<file path="config.mk">
export PLATFORM = sky130hd
export DESIGN_NAME = mdpt_ram
export DESIGN_NICKNAME = d
export VERILOG_FILES = /design/src/design/mdpt_ram.sv
export SDC_FILE = /design/constraint.sdc
export NUM_CORES = 1
export LEC_CHECK = 0
export BUFFER_PORTS_ARGS = -buffer_cell sky130_fd_sc_hd__clkbuf_2
export CORE_MARGIN = 5
export CORE_UTILIZATION = 55
export DETAILED_ROUTE_END_ITERATION = 10
export PLACE_DENSITY = 0.74
export SLEW_MARGIN = 30
export SYNTH_ARGS = -nofsm -noshare
export SYNTH_HDL_FRONTEND = slang
export SYNTH_SLANG_ARGS = --single-unit
</file>
<file path="constraint.sdc">
create_clock -name clk -period 2.1 [get_ports clk]
set_input_delay 0.21 -clock clk [delete_from_list [all_inputs] [get_ports clk]]
set_output_delay 0.21 -clock clk [all_outputs]
set_load 0.05 [all_outputs]
</file>
<file path="src/design/mdpt_ram.sv">
// Generic single-port-write, single-port-read RAM with registered read data.
// Standalone; no package dependency.
module mdpt_ram #(
    parameter int WIDTH = 8,
    parameter int DEPTH = 16
) (
    input  logic                     clk,
    input  logic                     we,
    input  logic [$clog2(DEPTH)-1:0] waddr,
    input  logic [WIDTH-1:0]         wdata,
    input  logic                     re,
    input  logic [$clog2(DEPTH)-1:0] raddr,
    output logic [WIDTH-1:0]         rdata
);

    logic [WIDTH-1:0] mem [DEPTH];

    // Write port.
    always_ff @(posedge clk)
    begin
        if (we)
        begin
            mem[waddr] <= wdata;
        end
    end

    // Read port, with registered read data.
    always_ff @(posedge clk)
    begin
        if (re)
        begin
            rdata <= mem[raddr];
        end
    end

endmodule

</file>
# Word-level counts from Yosys, hierarchy flattened
# Memory sizes are Yosys's and may differ from the RTL's. A register that Yosys moved wholly into a read port is not among the register bits.
# Index checks and enable logic that the tools add are counted.
# totals
rom_bits	0
ramBits	128
word_cells	3
mem_count	1
inputBits	19
ff_bits	0
latch_bits	0
# op_classes
n_bitwise	0
add_sub_neg	0
n_div	0
n_reduce_logical	0
n_shift	0
n_eq_ne	0
order_cmp	0
n_mul	0
n_mux	2
# mem_list
name	words	word_bits	read_ports	rd_ports_with_merged_regs	write_ports	line	source
mem	16	8	1	1	1	16	logic [WIDTH-1:0] mem [DEPTH];
# op_table
operator	count
$mux W1	2

# Logic depth before layout (Yosys ltp)
# depth
depth_word	2
ltp_mapped	5
ltp_nobuf	3

# Least setup slack after synthesis
# Ideal clock, no wire load.
# synth_timing
kind	input port to flip-flop
startpoint	input port waddr[2]
endpoint	memory mem[0][0], enable pin
path_buffers	0
setup_slack_ns	0.397
required_time_ns	1.717
stages	2
arrival_ns	1.320
setup_ns	0.383
cell_sequence	or3b_2 -> nor3_1
# synth_lines
item	line	source
start, declared	9	input logic [$clog2(DEPTH)-1:0] waddr,
end, declared	16	
# Straight into the memory's write port.

==> results_dict.tcl <==
set metrics [dict create \
    grt_pass1_vias 2659 \
    drc 0 \
    die_area_um2 11600 \
    dp_slack_ps 226 \
    via_count 2496 \
    initial_utilization_pct 56.6 \
    regArea_um2 4080 \
    syn_area_per_cell_um2 22.8 \
    cts_root_buf "clkbuf_8" \
    core_um2 9240 \
    slew_headroom_pct 62.1 \
    crit_arrival_ps 1800 \
    post_cts.repair.setup_buffers 0 \
    clkSlewWorstSetupHoldPaths_ps 60 \
    p_leak_nw 2.11 \
    h-tree-depth 4 \
    worst-path-buf-inv 0 \
    synth_cell_type_count 18 \
    clock.fmax_ghz 0.647 \
    clkLatencyLatePin_ps 520 \
    cts_sinks 136 \
    drt_first_pass_iters 4 \
    wirelength_um 10300 \
    netlist_instances 229 \
    endpoint_kind "flip-flop" \
    cpPeakStageDelay_ps 540 \
    ios 27 \
    seq_area_frac_synth_pct 78.1 \
    status "finished clean" \
    io_buffers 26 \
    first_iter_violations 206 \
    cp.required_ps 2360 \
    cts_hold_buf 0 \
    power.density_nw_per_um2 1030 \
    grt_setup_unrepaired "false" \
    cts_tree "done" \
    synth-seq-cells 136 \
    nFillCells 563 \
    path_cells "mux4_1 -> a22oi_1 -> nand2_1" \
    maxCapViolCount 0 \
    clock_path_buffers 2 \
    antenna_found_initial 0 \
    overflow 0 \
    area.growth.synth_to_final_pct 18.8 \
    tightest_slew_ps 567 \
    antenna_cells 0 \
    grt.total_usage_pct 19.8 \
    fin_nets 304 \
    syn-cell-area_um2 5230 \
    post-route-util_pct 67.2 \
    min_period_ps 1540 \
    final.setup.tns_ps 0 \
    via_per_inst 5.86 \
    drive_gt1_share_pct 31.6 \
    multi_input_area_um2 1060 \
    grt_pass1_wl_um 16000 \
    die_x_um 107 \
    setup_violations 0 \
    hold_class "primary input to flip-flop" \
    postSynthNetCount 248 \
    cpMaxStageDelayCell "mux4_1" \
    clock_skew_ps 9.41 \
    finalCritPeriodShare_pct 73.5 \
    die_h_um 107 \
    layout_setup_ws_ps 556 \
    dp_hpwl_um 6240 \
    path_delay_family "multiplexers" \
    start_kind "flip-flop" \
    grt_max_degree 17 \
    avgRoutedWirePerCell_um 24.1 \
    cts_resized 0 \
    numCtsBuffers 17 \
    vdd_drop_max_v 0.000468 \
    gp_congestion 0.758 \
    ant_nets 0 \
    yosys_warnings 0 \
    cp_max_fo 1 \
    slew_violations 0 \
    rows 35 \
    hold_viol_final 0 \
    path_class "flip-flop to flip-flop" \
]
[logic make-up (layout without fill, tap and decap cells)]
kind of cell           count (synthesis)  in the layout  synth area share, %
AOI/OAI and AO/OA                     16             16                 2.30
buffers and inverters                 10             78                 1.65
DFF                                  136            136                 78.1
muxes                                 32             32                 14.8
and+or+nand+nor                       35             35                 3.14
[registers in the layout, summed over array words and instances (netlist names)]
| name | flops |
|---|---|
| mem | 128 |
| rdata | 8 |
[final cells by class]
type                    instances  area share, %
clock buffers                  17           6.67
repair buffers                 47           5.04
flip-flops and latches        136           65.7
multi-input cells              83           17.0
clock inverters                14           2.94
well taps                     129           2.60
[cell usage in the layout (no fill, tap or decap)]
| master | synthesis | routed |
|---|---|---|
| edfxtp_1 | 136 | 136 |
| clkbuf_2 | 0 | 26 |
| buf_4 | 1 | 19 |
| mux4_2 | 18 | 18 |
| a22oi_1 | 16 | 16 |
| clkbuf_16 | 0 | 16 |
| mux4_1 | 14 | 14 |
| nor2_1 | 13 | 13 |
| nand2_1 | 9 | 9 |
| clkinvlp_4 | 0 | 5 |
| nor3_1 | 4 | 4 |
| bufinv_16 | 0 | 4 |
| clkinv_1 | 0 | 3 |
| nand3b_1 | 2 | 2 |
| nand2b_1 | 2 | 2 |
| buf_12 | 0 | 2 |
| nor2b_1 | 1 | 1 |
| and2_1 | 1 | 1 |
| and2b_1 | 1 | 1 |
| nand3_1 | 1 | 1 |
| or3b_2 | 1 | 1 |
| clkbuf_8 | 0 | 1 |
| clkinv_2 | 0 | 1 |
| clkinv_4 | 0 | 1 |
[cell usage after synthesis]
cell | number | area (µm²)
edfxtp_1 | 136 | 4080
mux4_2 | 18 | 405
a22oi_1 | 16 | 120
mux4_1 | 14 | 368
nor2_1 | 13 | 48.8
nand2_1 | 9 | 33.8
nor3_1 | 4 | 20.0
buf_2 | 3 | 15.0
buf_6 | 3 | 33.8
clkdlybuf4s25_2 | 3 | 30.0
nand2b_1 | 2 | 12.5
nand3b_1 | 2 | 15.0
and2_1 | 1 | 6.26
and2b_1 | 1 | 7.51
buf_4 | 1 | 7.51
nand3_1 | 1 | 5.00
nor2b_1 | 1 | 6.26
or3b_2 | 1 | 8.76
[final timing paths]
path,start,to,slack [ps],cells after the start
setup / recovery,mem[2][5],rdata[5],560,3
hold / removal,re,rdata[6],110,1
setup reg to reg,mem[2][5],rdata[5],560,3
hold reg to reg,mem[8][1],rdata[1],770,3
[per-layer routing]
layer  vias up  global-route usage (%)  wire [µm]
met5         -                       0          0
met4         0                    6.76        121
met3         9                    6.84        753
met2       108                    31.0       5320
met1      1288                    26.2       4070
li1       1091                       -          -
[metrics by stage]
stage | power (mW) | area (µm²) | hold slack [ps] | cells
final | 6.37 | 6210 | 112 | 426
after CTS | 6.42 | 6210 | 81.6 | 426
after global placement | 3.45 | 5620 | 625 | 395
after global routing | 6.60 | 6210 | 91.3 | 426
after detailed placement | 3.46 | 5620 | 625 | 395
after floorplan | 3.33 | 5230 | 309 | 229
[power breakdown]
| part | internal [mW] | total [mW] | switching [mW] |
|---|---|---|---|
| sequential | 3.06 | 3.08 | 0.0187 |
| combinational | 0.121 | 0.323 | 0.202 |
| clock | 1.90 | 2.97 | 1.06 |
[worst register-to-register path, delay by kind of cell (launching register included)]
| kind | cells | cell delay (ps) |
|---|---|---|
| AND/OR/NAND/NOR | 1 | 80 |
| AO/OA/AOI/OAI | 1 | 300 |
| flip-flops | 1 | 370 |
| multiplexers | 1 | 540 |
Note: power is estimated with default switching activity, not from simulation.
