[config.mk]
export PLATFORM = sky130hd
export DESIGN_NAME = mdpt_dist
export DESIGN_NICKNAME = d
export VERILOG_FILES = /design/src/design/mdpt_pkg.sv /design/src/design/mdpt_dist.sv
export SDC_FILE = /design/constraint.sdc
export NUM_CORES = 2
export LEC_CHECK = 0
export ABC_AREA = 0
export ABC_CLOCK_PERIOD_IN_PS = 10500
export BUFFER_PORTS_ARGS = -buffer_cell sky130_fd_sc_hd__buf_2
export CORE_MARGIN = 4
export CORE_UTILIZATION = 40
export DETAILED_ROUTE_END_ITERATION = 7
export HOLD_SLACK_MARGIN = 0.12
export SLEW_MARGIN = 20
export SYNTH_ARGS = -nofsm -noshare
export SYNTH_HDL_FRONTEND = slang
export SYNTH_SLANG_ARGS = --single-unit
[constraint.sdc]
create_clock -name clk -period 10.5 [get_ports clk]
set_clock_uncertainty 0.1 [all_clocks]
set_input_delay 0 -clock clk [delete_from_list [all_inputs] [get_ports clk]]
set_output_delay 0 -clock clk [all_outputs]
set_load 0.005 [all_outputs]
[src/design/mdpt_pkg.sv]
// Shared types and constants for the minimum-distance point thinning block.
// Used by mdpt_dist and the top module; depends on nothing else.
package mdpt_pkg;

    // Store geometry and field widths.
    localparam int MAX_SURVIVORS = 1024;
    localparam int COORD_BITS    = 24;
    localparam int DIST_BITS     = 23;
    localparam int ADDR_BITS     = $clog2(MAX_SURVIVORS);
    localparam int CNT_BITS      = ADDR_BITS + 1;

    // Arithmetic widths of the distance unit.
    localparam int SQ_BITS  = 2 * COORD_BITS;
    localparam int SUM_BITS = SQ_BITS + 2;
    localparam int R2_BITS  = 2 * DIST_BITS;

    // Configuration register map.
    localparam int PADDR_BITS = 3;
    localparam int PDATA_BITS = 32;
    localparam logic REG_SPACING = 1'b0;

    localparam logic [DIST_BITS-1:0] SPACING_RESET = DIST_BITS'(256);
    localparam logic [R2_BITS-1:0]   R2_RESET      = R2_BITS'(256 * 256);

    // One input request.
    typedef struct packed {
        logic                         first_of_set;
        logic signed [COORD_BITS-1:0] x_coord;
        logic signed [COORD_BITS-1:0] y_coord;
        logic signed [COORD_BITS-1:0] z_coord;
    } req_t;

    // One result.
    typedef struct packed {
        logic keep;
        logic store_full;
    } rsp_t;

    // One stored survivor, as held in the memory.
    typedef struct packed {
        logic signed [COORD_BITS-1:0] x;
        logic signed [COORD_BITS-1:0] y;
        logic signed [COORD_BITS-1:0] z;
    } point_t;

    localparam int POINT_BITS = $bits(point_t);

    // Status of the distance pipeline toward the sequencer.
    typedef struct packed {
        logic hit_valid;
        logic hit;
        logic busy;
    } dist_status_t;

endpackage

[src/design/mdpt_dist.sv]
// Pipelined squared-distance compare between one survivor and the current point.
// Depends on mdpt_pkg for widths and the point and status types.
module mdpt_dist (
    input  logic                           clk,
    input  logic                           rst_n,
    input  logic                           issue,
    input  mdpt_pkg::point_t               entry,
    input  mdpt_pkg::point_t               point,
    input  logic [mdpt_pkg::R2_BITS-1:0]   r2,
    output mdpt_pkg::dist_status_t         status
);
    import mdpt_pkg::*;

    logic                  v0_reg, v1_reg, v2_reg, v3_reg, v4_reg;
    logic [COORD_BITS-1:0] ax_reg, ay_reg, az_reg;
    logic [SQ_BITS-1:0]    sx_reg, sy_reg, sz_reg;
    logic [SUM_BITS-1:0]   sum_reg;
    logic                  hit_reg;

    logic [COORD_BITS:0]   dx, dy, dz;
    logic [COORD_BITS-1:0] ax_next, ay_next, az_next;

    // Absolute coordinate differences; the difference of two signed values
    // needs one more bit, its magnitude fits back in the coordinate width.
    always_comb
    begin
        dx = {entry.x[COORD_BITS-1], entry.x} - {point.x[COORD_BITS-1], point.x};
        dy = {entry.y[COORD_BITS-1], entry.y} - {point.y[COORD_BITS-1], point.y};
        dz = {entry.z[COORD_BITS-1], entry.z} - {point.z[COORD_BITS-1], point.z};
        ax_next = dx[COORD_BITS] ? COORD_BITS'(~dx + 1'b1) : dx[COORD_BITS-1:0];
        ay_next = dy[COORD_BITS] ? COORD_BITS'(~dy + 1'b1) : dy[COORD_BITS-1:0];
        az_next = dz[COORD_BITS] ? COORD_BITS'(~dz + 1'b1) : dz[COORD_BITS-1:0];
    end

    // Valid bits follow each read through the stages.
    always_ff @(posedge clk or negedge rst_n)
    begin
        if (!rst_n)
        begin
            v0_reg <= 1'b0;
            v1_reg <= 1'b0;
            v2_reg <= 1'b0;
            v3_reg <= 1'b0;
            v4_reg <= 1'b0;
        end
        else
        begin
            v0_reg <= issue;
            v1_reg <= v0_reg;
            v2_reg <= v1_reg;
            v3_reg <= v2_reg;
            v4_reg <= v3_reg;
        end
    end

    // Datapath: differences, squares, sum, compare.
    always_ff @(posedge clk)
    begin
        ax_reg  <= ax_next;
        ay_reg  <= ay_next;
        az_reg  <= az_next;
        sx_reg  <= SQ_BITS'(ax_reg * ax_reg);
        sy_reg  <= SQ_BITS'(ay_reg * ay_reg);
        sz_reg  <= SQ_BITS'(az_reg * az_reg);
        sum_reg <= SUM_BITS'(sx_reg) + SUM_BITS'(sy_reg) + SUM_BITS'(sz_reg);
        hit_reg <= (sum_reg <= SUM_BITS'(r2));
    end

    assign status.hit_valid = v4_reg;
    assign status.hit       = hit_reg;
    assign status.busy      = v0_reg | v1_reg | v2_reg | v3_reg | v4_reg;

endmodule

Yosys cells after proc, flatten, opt, wreduce, memory -nomap -nowiden
Index checks and enable logic that the tools add are counted.

Add/subtract/negate cells: 8. Multipliers: 3. Divide/modulo/power cells: 0. $lt $le $gt $ge: 1. Equality and inequality tests: 0. Shift operators: 0. Muxes and demuxes: 3. Bitwise logic cells: 7. Reduce and logical (&&, ||, !) cells: 0.

Operators with widths (number): $mul A24 B24 Y48 (3); $sub A24 B24 Y25 (3); $add A24 B1 Y24 const B (3); $mux W24 (3); $not A24 Y24 (3); $add A49 B48 Y50 (1); $le A50 B46 Y1 (1); $add A48 B48 Y49 (1); $or A1 B1 Y1 (4).

Register bits: 272. Latch bits: 0. Memory bits (writable): 0. ROM bits: 0. Input bits: 193. Output and inout port bits: 3. Logic and storage cells: 35. Memories kept: 0.

Longest topological paths before layout
Word-level depth: 4. Gate-level depth with buffers: 29. Gate-level depth less buffers: 28.

Least setup slack after synthesis
No wires, ideal clock.

Path kind: register to register. Start point: register ay_reg[2]. End point: register sy_reg[47]. Setup time: 0.072 ns. Arrival time: 7.328 ns. Data required time: 10.328 ns. Slack: 3.000 ns. Stages on the path, launching flop included: 29. Path buffers: 1. Clock period less this slack: 7.500 ns. Cells stage by stage: dfxtp_1 -> clkbuf_1 -> nand2_1 -> fa_1 -> inv_1 -> fa_1 -> inv_1 -> fa_1 -> inv_1 -> fa_1 -> inv_1 -> fa_1 -> inv_1 -> fa_1 -> inv_1 -> fa_1 -> inv_1 -> ha_1 -> a21oi_1 -> o21ai_1 -> a211oi_1 -> o21ai_1 -> or3b_1 -> a221o_1 -> o31a_1 -> a221oi_1 -> o211ai_1 -> a21oi_1 -> xnor2_1.

Cells in the longest elaborated chain, start to end: 1.

Ends and longest elaborated chain: start, declared (line mdpt_dist.sv:15) `logic [COORD_BITS-1:0] ax_reg, ay_reg, az_reg;`; start signal, assigned (line mdpt_dist.sv:60) `ay_reg <= ay_next;`; $mul A24 B24 Y48 (line mdpt_dist.sv:63) `sy_reg <= SQ_BITS'(ay_reg * ay_reg);`; end signal, assigned (line mdpt_dist.sv:63); end, declared (line mdpt_dist.sv:16) `logic [SQ_BITS-1:0] sx_reg, sy_reg, sz_reg;`.

No other way between the ends.

Final worst setup path
Same ends and word-level chain as after synthesis.

==> impl_metrics.env <==
export IMPL_yosys_warnings=0
export IMPL_wl_mm=152.5
export IMPL_clock_sinks=269
export IMPL_dr_wl_met2_mm=76.34
export IMPL_drc=0
export IMPL_hold_violations=0
export IMPL_clock_path_buffers=3
export IMPL_period_share_pct=82.25
export IMPL_die_h_um=406.6
export IMPL_yosysSeqAreaShare_pct=8.511
export IMPL_ys_flop_type="dfxtp_1"
export IMPL_path_max_fanout=24
export IMPL_synthTopCellsByArea="fa_1 (41%), ha_1 (14%), inv_1 (12%)"
export IMPL_clk_insertion_delay_late_ps=610
export IMPL_rsz0062_at_grt="false"
export IMPL_cpMaxStageDelayCell="dfxtp_1"
export IMPL_synth_edf_count=0
export IMPL_largest_reg_flops=50
export IMPL_cts_hold_buf=227
export IMPL_setup_tns_ps=0
export IMPL_required_ps=10920
export IMPL_synthCells=6980
export IMPL_ant_nets=0
export IMPL_crit_family="adder cells"
export IMPL_drtPass1Iterations=5
export IMPL_grt_max_degree=27
export IMPL_hpwl_mm=125.8
export IMPL_grt_pass1_wl_mm=255.7
export IMPL_slew_headroom_pct=20.90
export IMPL_grtUsageTotal_pct=19.18
export IMPL_cts_clk_slew_worst_paths_ps=60
export IMPL_rows=146
export IMPL_antenna_found_initial=9
export IMPL_ios=196
export IMPL_wl_per_cell_um=16.20
export IMPL_worstPathBufferInverterCount=7
export IMPL_startpoint_type="flop"
export IMPL_wl_met3_mm=6.764
export IMPL_via_per_inst=4.878
export IMPL_cts_tree="done"
export IMPL_area_growth_pct=10.69
export IMPL_core_um2=158200
export IMPL_final_min_clock_period_ps=8636
export IMPL_drtIter0Drc=2413
export IMPL_syn_avg_cell_area_um2=9.107
export IMPL_critical_path_arrival_ps=9050
export IMPL_final_nets=9519
export IMPL_synth_top_area_share_pct=41.48
export IMPL_die_width_um=406.6
export IMPL_synthesis_area_um2=63570
export IMPL_dp_cells=9122
export IMPL_outcome="completed"
export IMPL_num_vias=45930
export IMPL_synth_largest_area_cell="fa_1"
export IMPL_fmax_ghz=0.1158
export IMPL_cts_setup_buffers=0
export IMPL_root_buffer="clkbuf_16"
export IMPL_place_congestion=0.8708
export IMPL_tightest_slew_ps=1185
export IMPL_synth_seq_cells=269
export IMPL_worst_hold_path_type="in -> reg"
export IMPL_end_kind="flop"
export IMPL_ctsResizeCount=0
export IMPL_grt_pass1_vias=49830
export IMPL_start_util_pct=40.18
export IMPL_met1_length_mm=66.90
export IMPL_crit_type="reg -> reg"
export IMPL_io_buffers=195
export IMPL_overflow=0
export IMPL_htree_levels=2
export IMPL_cap_violations=0
export IMPL_drv_slew=0
export IMPL_final_cells=9417
export IMPL_top_layer_used="met4"
export IMPL_slowest_delay_ps=1020
export IMPL_dieArea_um2=165400
export IMPL_drive_above_1_share_pct=4.768
export IMPL_ys_types=83
export IMPL_cts_inserted_buffers=36
export IMPL_async_flop_share_pct=1.859
export IMPL_setup_viol=0
[cells in the final DEF, fill, tap and decap left out, types with 43 or more instances in the layout]
cell           count
inv_1           1966
fa_1            1317
ha_1             694
nand2_1          556
and2_1           351
a21oi_1          265
dfxtp_1          259
dlygate4sd3_1    227
xnor2_1          215
buf_2            195
nor2_1           192
a21o_1           159
o21ai_0          129
xor2_1           113
buf_4             59
nor2b_1           48
nand3_1           47
nand2b_1          43
[metal layers]
layer | GRT usage (%) | vias up
met5 | 0 | -
met4 | 3.517 | 0
met3 | 2.140 | 145
met2 | 33.96 | 851
met1 | 25.56 | 23280
li1 | - | 21660
[layout make-up]
cell class,instances,area (um2)
clock buffers,47,993.5
diodes,4,10.01
inverters,1966,7380
clock inverters,17,193.9
well taps,2072,2592
multi-input cells,4561,50080
flip-flops and latches,269,5416
repair buffers,481,3691
fillers,15330,87840
[worst register-to-register path, cell delays in order, from the launching register on]
cell and delay [ps]:
dfxtp_1 1020, nand2_1 270, fa_1 600, inv_1 60, fa_1 520, inv_1 50, fa_1 530, inv_1 50
fa_1 510, inv_1 60, fa_1 540, inv_1 50, fa_1 470, inv_1 50, fa_1 470, inv_1 40
ha_1 320, a21oi_1 220, o21ai_1 100, a211oi_1 260, o21ai_1 150, or3b_1 410, a221o_1 380, o31a_1 290
a221oi_1 530, o211ai_1 190, a21oi_1 200, xnor2_1 130
[synthesized netlist by cell type (all sizes together) (6+ instances only)]
master,n
nor2,192
nand3,47
a221o,7
o31a,6
xor2,113
nand2,556
a311oi,6
nor4,8
a41oi,12
a211o,6
nor3,40
a21oi,266
and3,31
a221oi,9
nand4,36
o211ai,12
a211oi,19
a21boi,7
o21ai,144
o21a,30
or3,8
ha,694
a31oi,36
inv,1966
clkbuf,182
nand2b,43
a21o,159
and2,351
o21bai,29
o31ai,17
nor2b,48
xnor2,215
or2,13
dfxtp,264
fa,1317
[kinds of logic (layout without fill, tap and decap cells)]
logic type / Yosys count / count (layout) / share of synthesized area (%)
AND/OR/NAND/NOR: 1399 / 1399 / 10.76
AO/OA/AOI/OAI: 811 / 811 / 8.200
adder cells (fa/ha/maj): 2011 / 2011 / 55.14
multiplexers: 9 / 9 / 0.1496
XOR/XNOR: 328 / 328 / 4.519
other: 1 / 7 / 0.005899
flip-flops: 269 / 269 / 8.511
buffers and inverters: 2152 / 2511 / 12.72
[worst paths after layout]
kind | from | to | slack, ps | depth (start not counted)
max | ay_reg[2] | sy_reg[47] | 1860 | 27
min | point[67] | ax_reg[20] | 150 | 6
max reg2reg | ay_reg[2] | sy_reg[47] | 1860 | 27
min reg2reg | v2_reg | v3_reg | 260 | 0
max in group asynchronous | rst_n | v4_reg | 9900 | 3
min in group asynchronous | rst_n | v3_reg | 190 | 3
[through the flow]
step | worst slack, ps | utilization, % | area (um2) | hold slack [ps]
finish | 1864 | 44.48 | 70360 | 147.3
global route | 1338 | 44.47 | 70350 | 198.8
CTS | 1889 | 44.47 | 70350 | 123.1
detailed placement | 1945 | 42.28 | 66890 | -282.3
global placement | 1996 | 42.28 | 66880 | -284.2
floorplan | 3000 | - | 63570 | -395.6
Power is not shown: default switching activity piles up to over one toggle a cycle in this logic, so the estimate is an artifact.
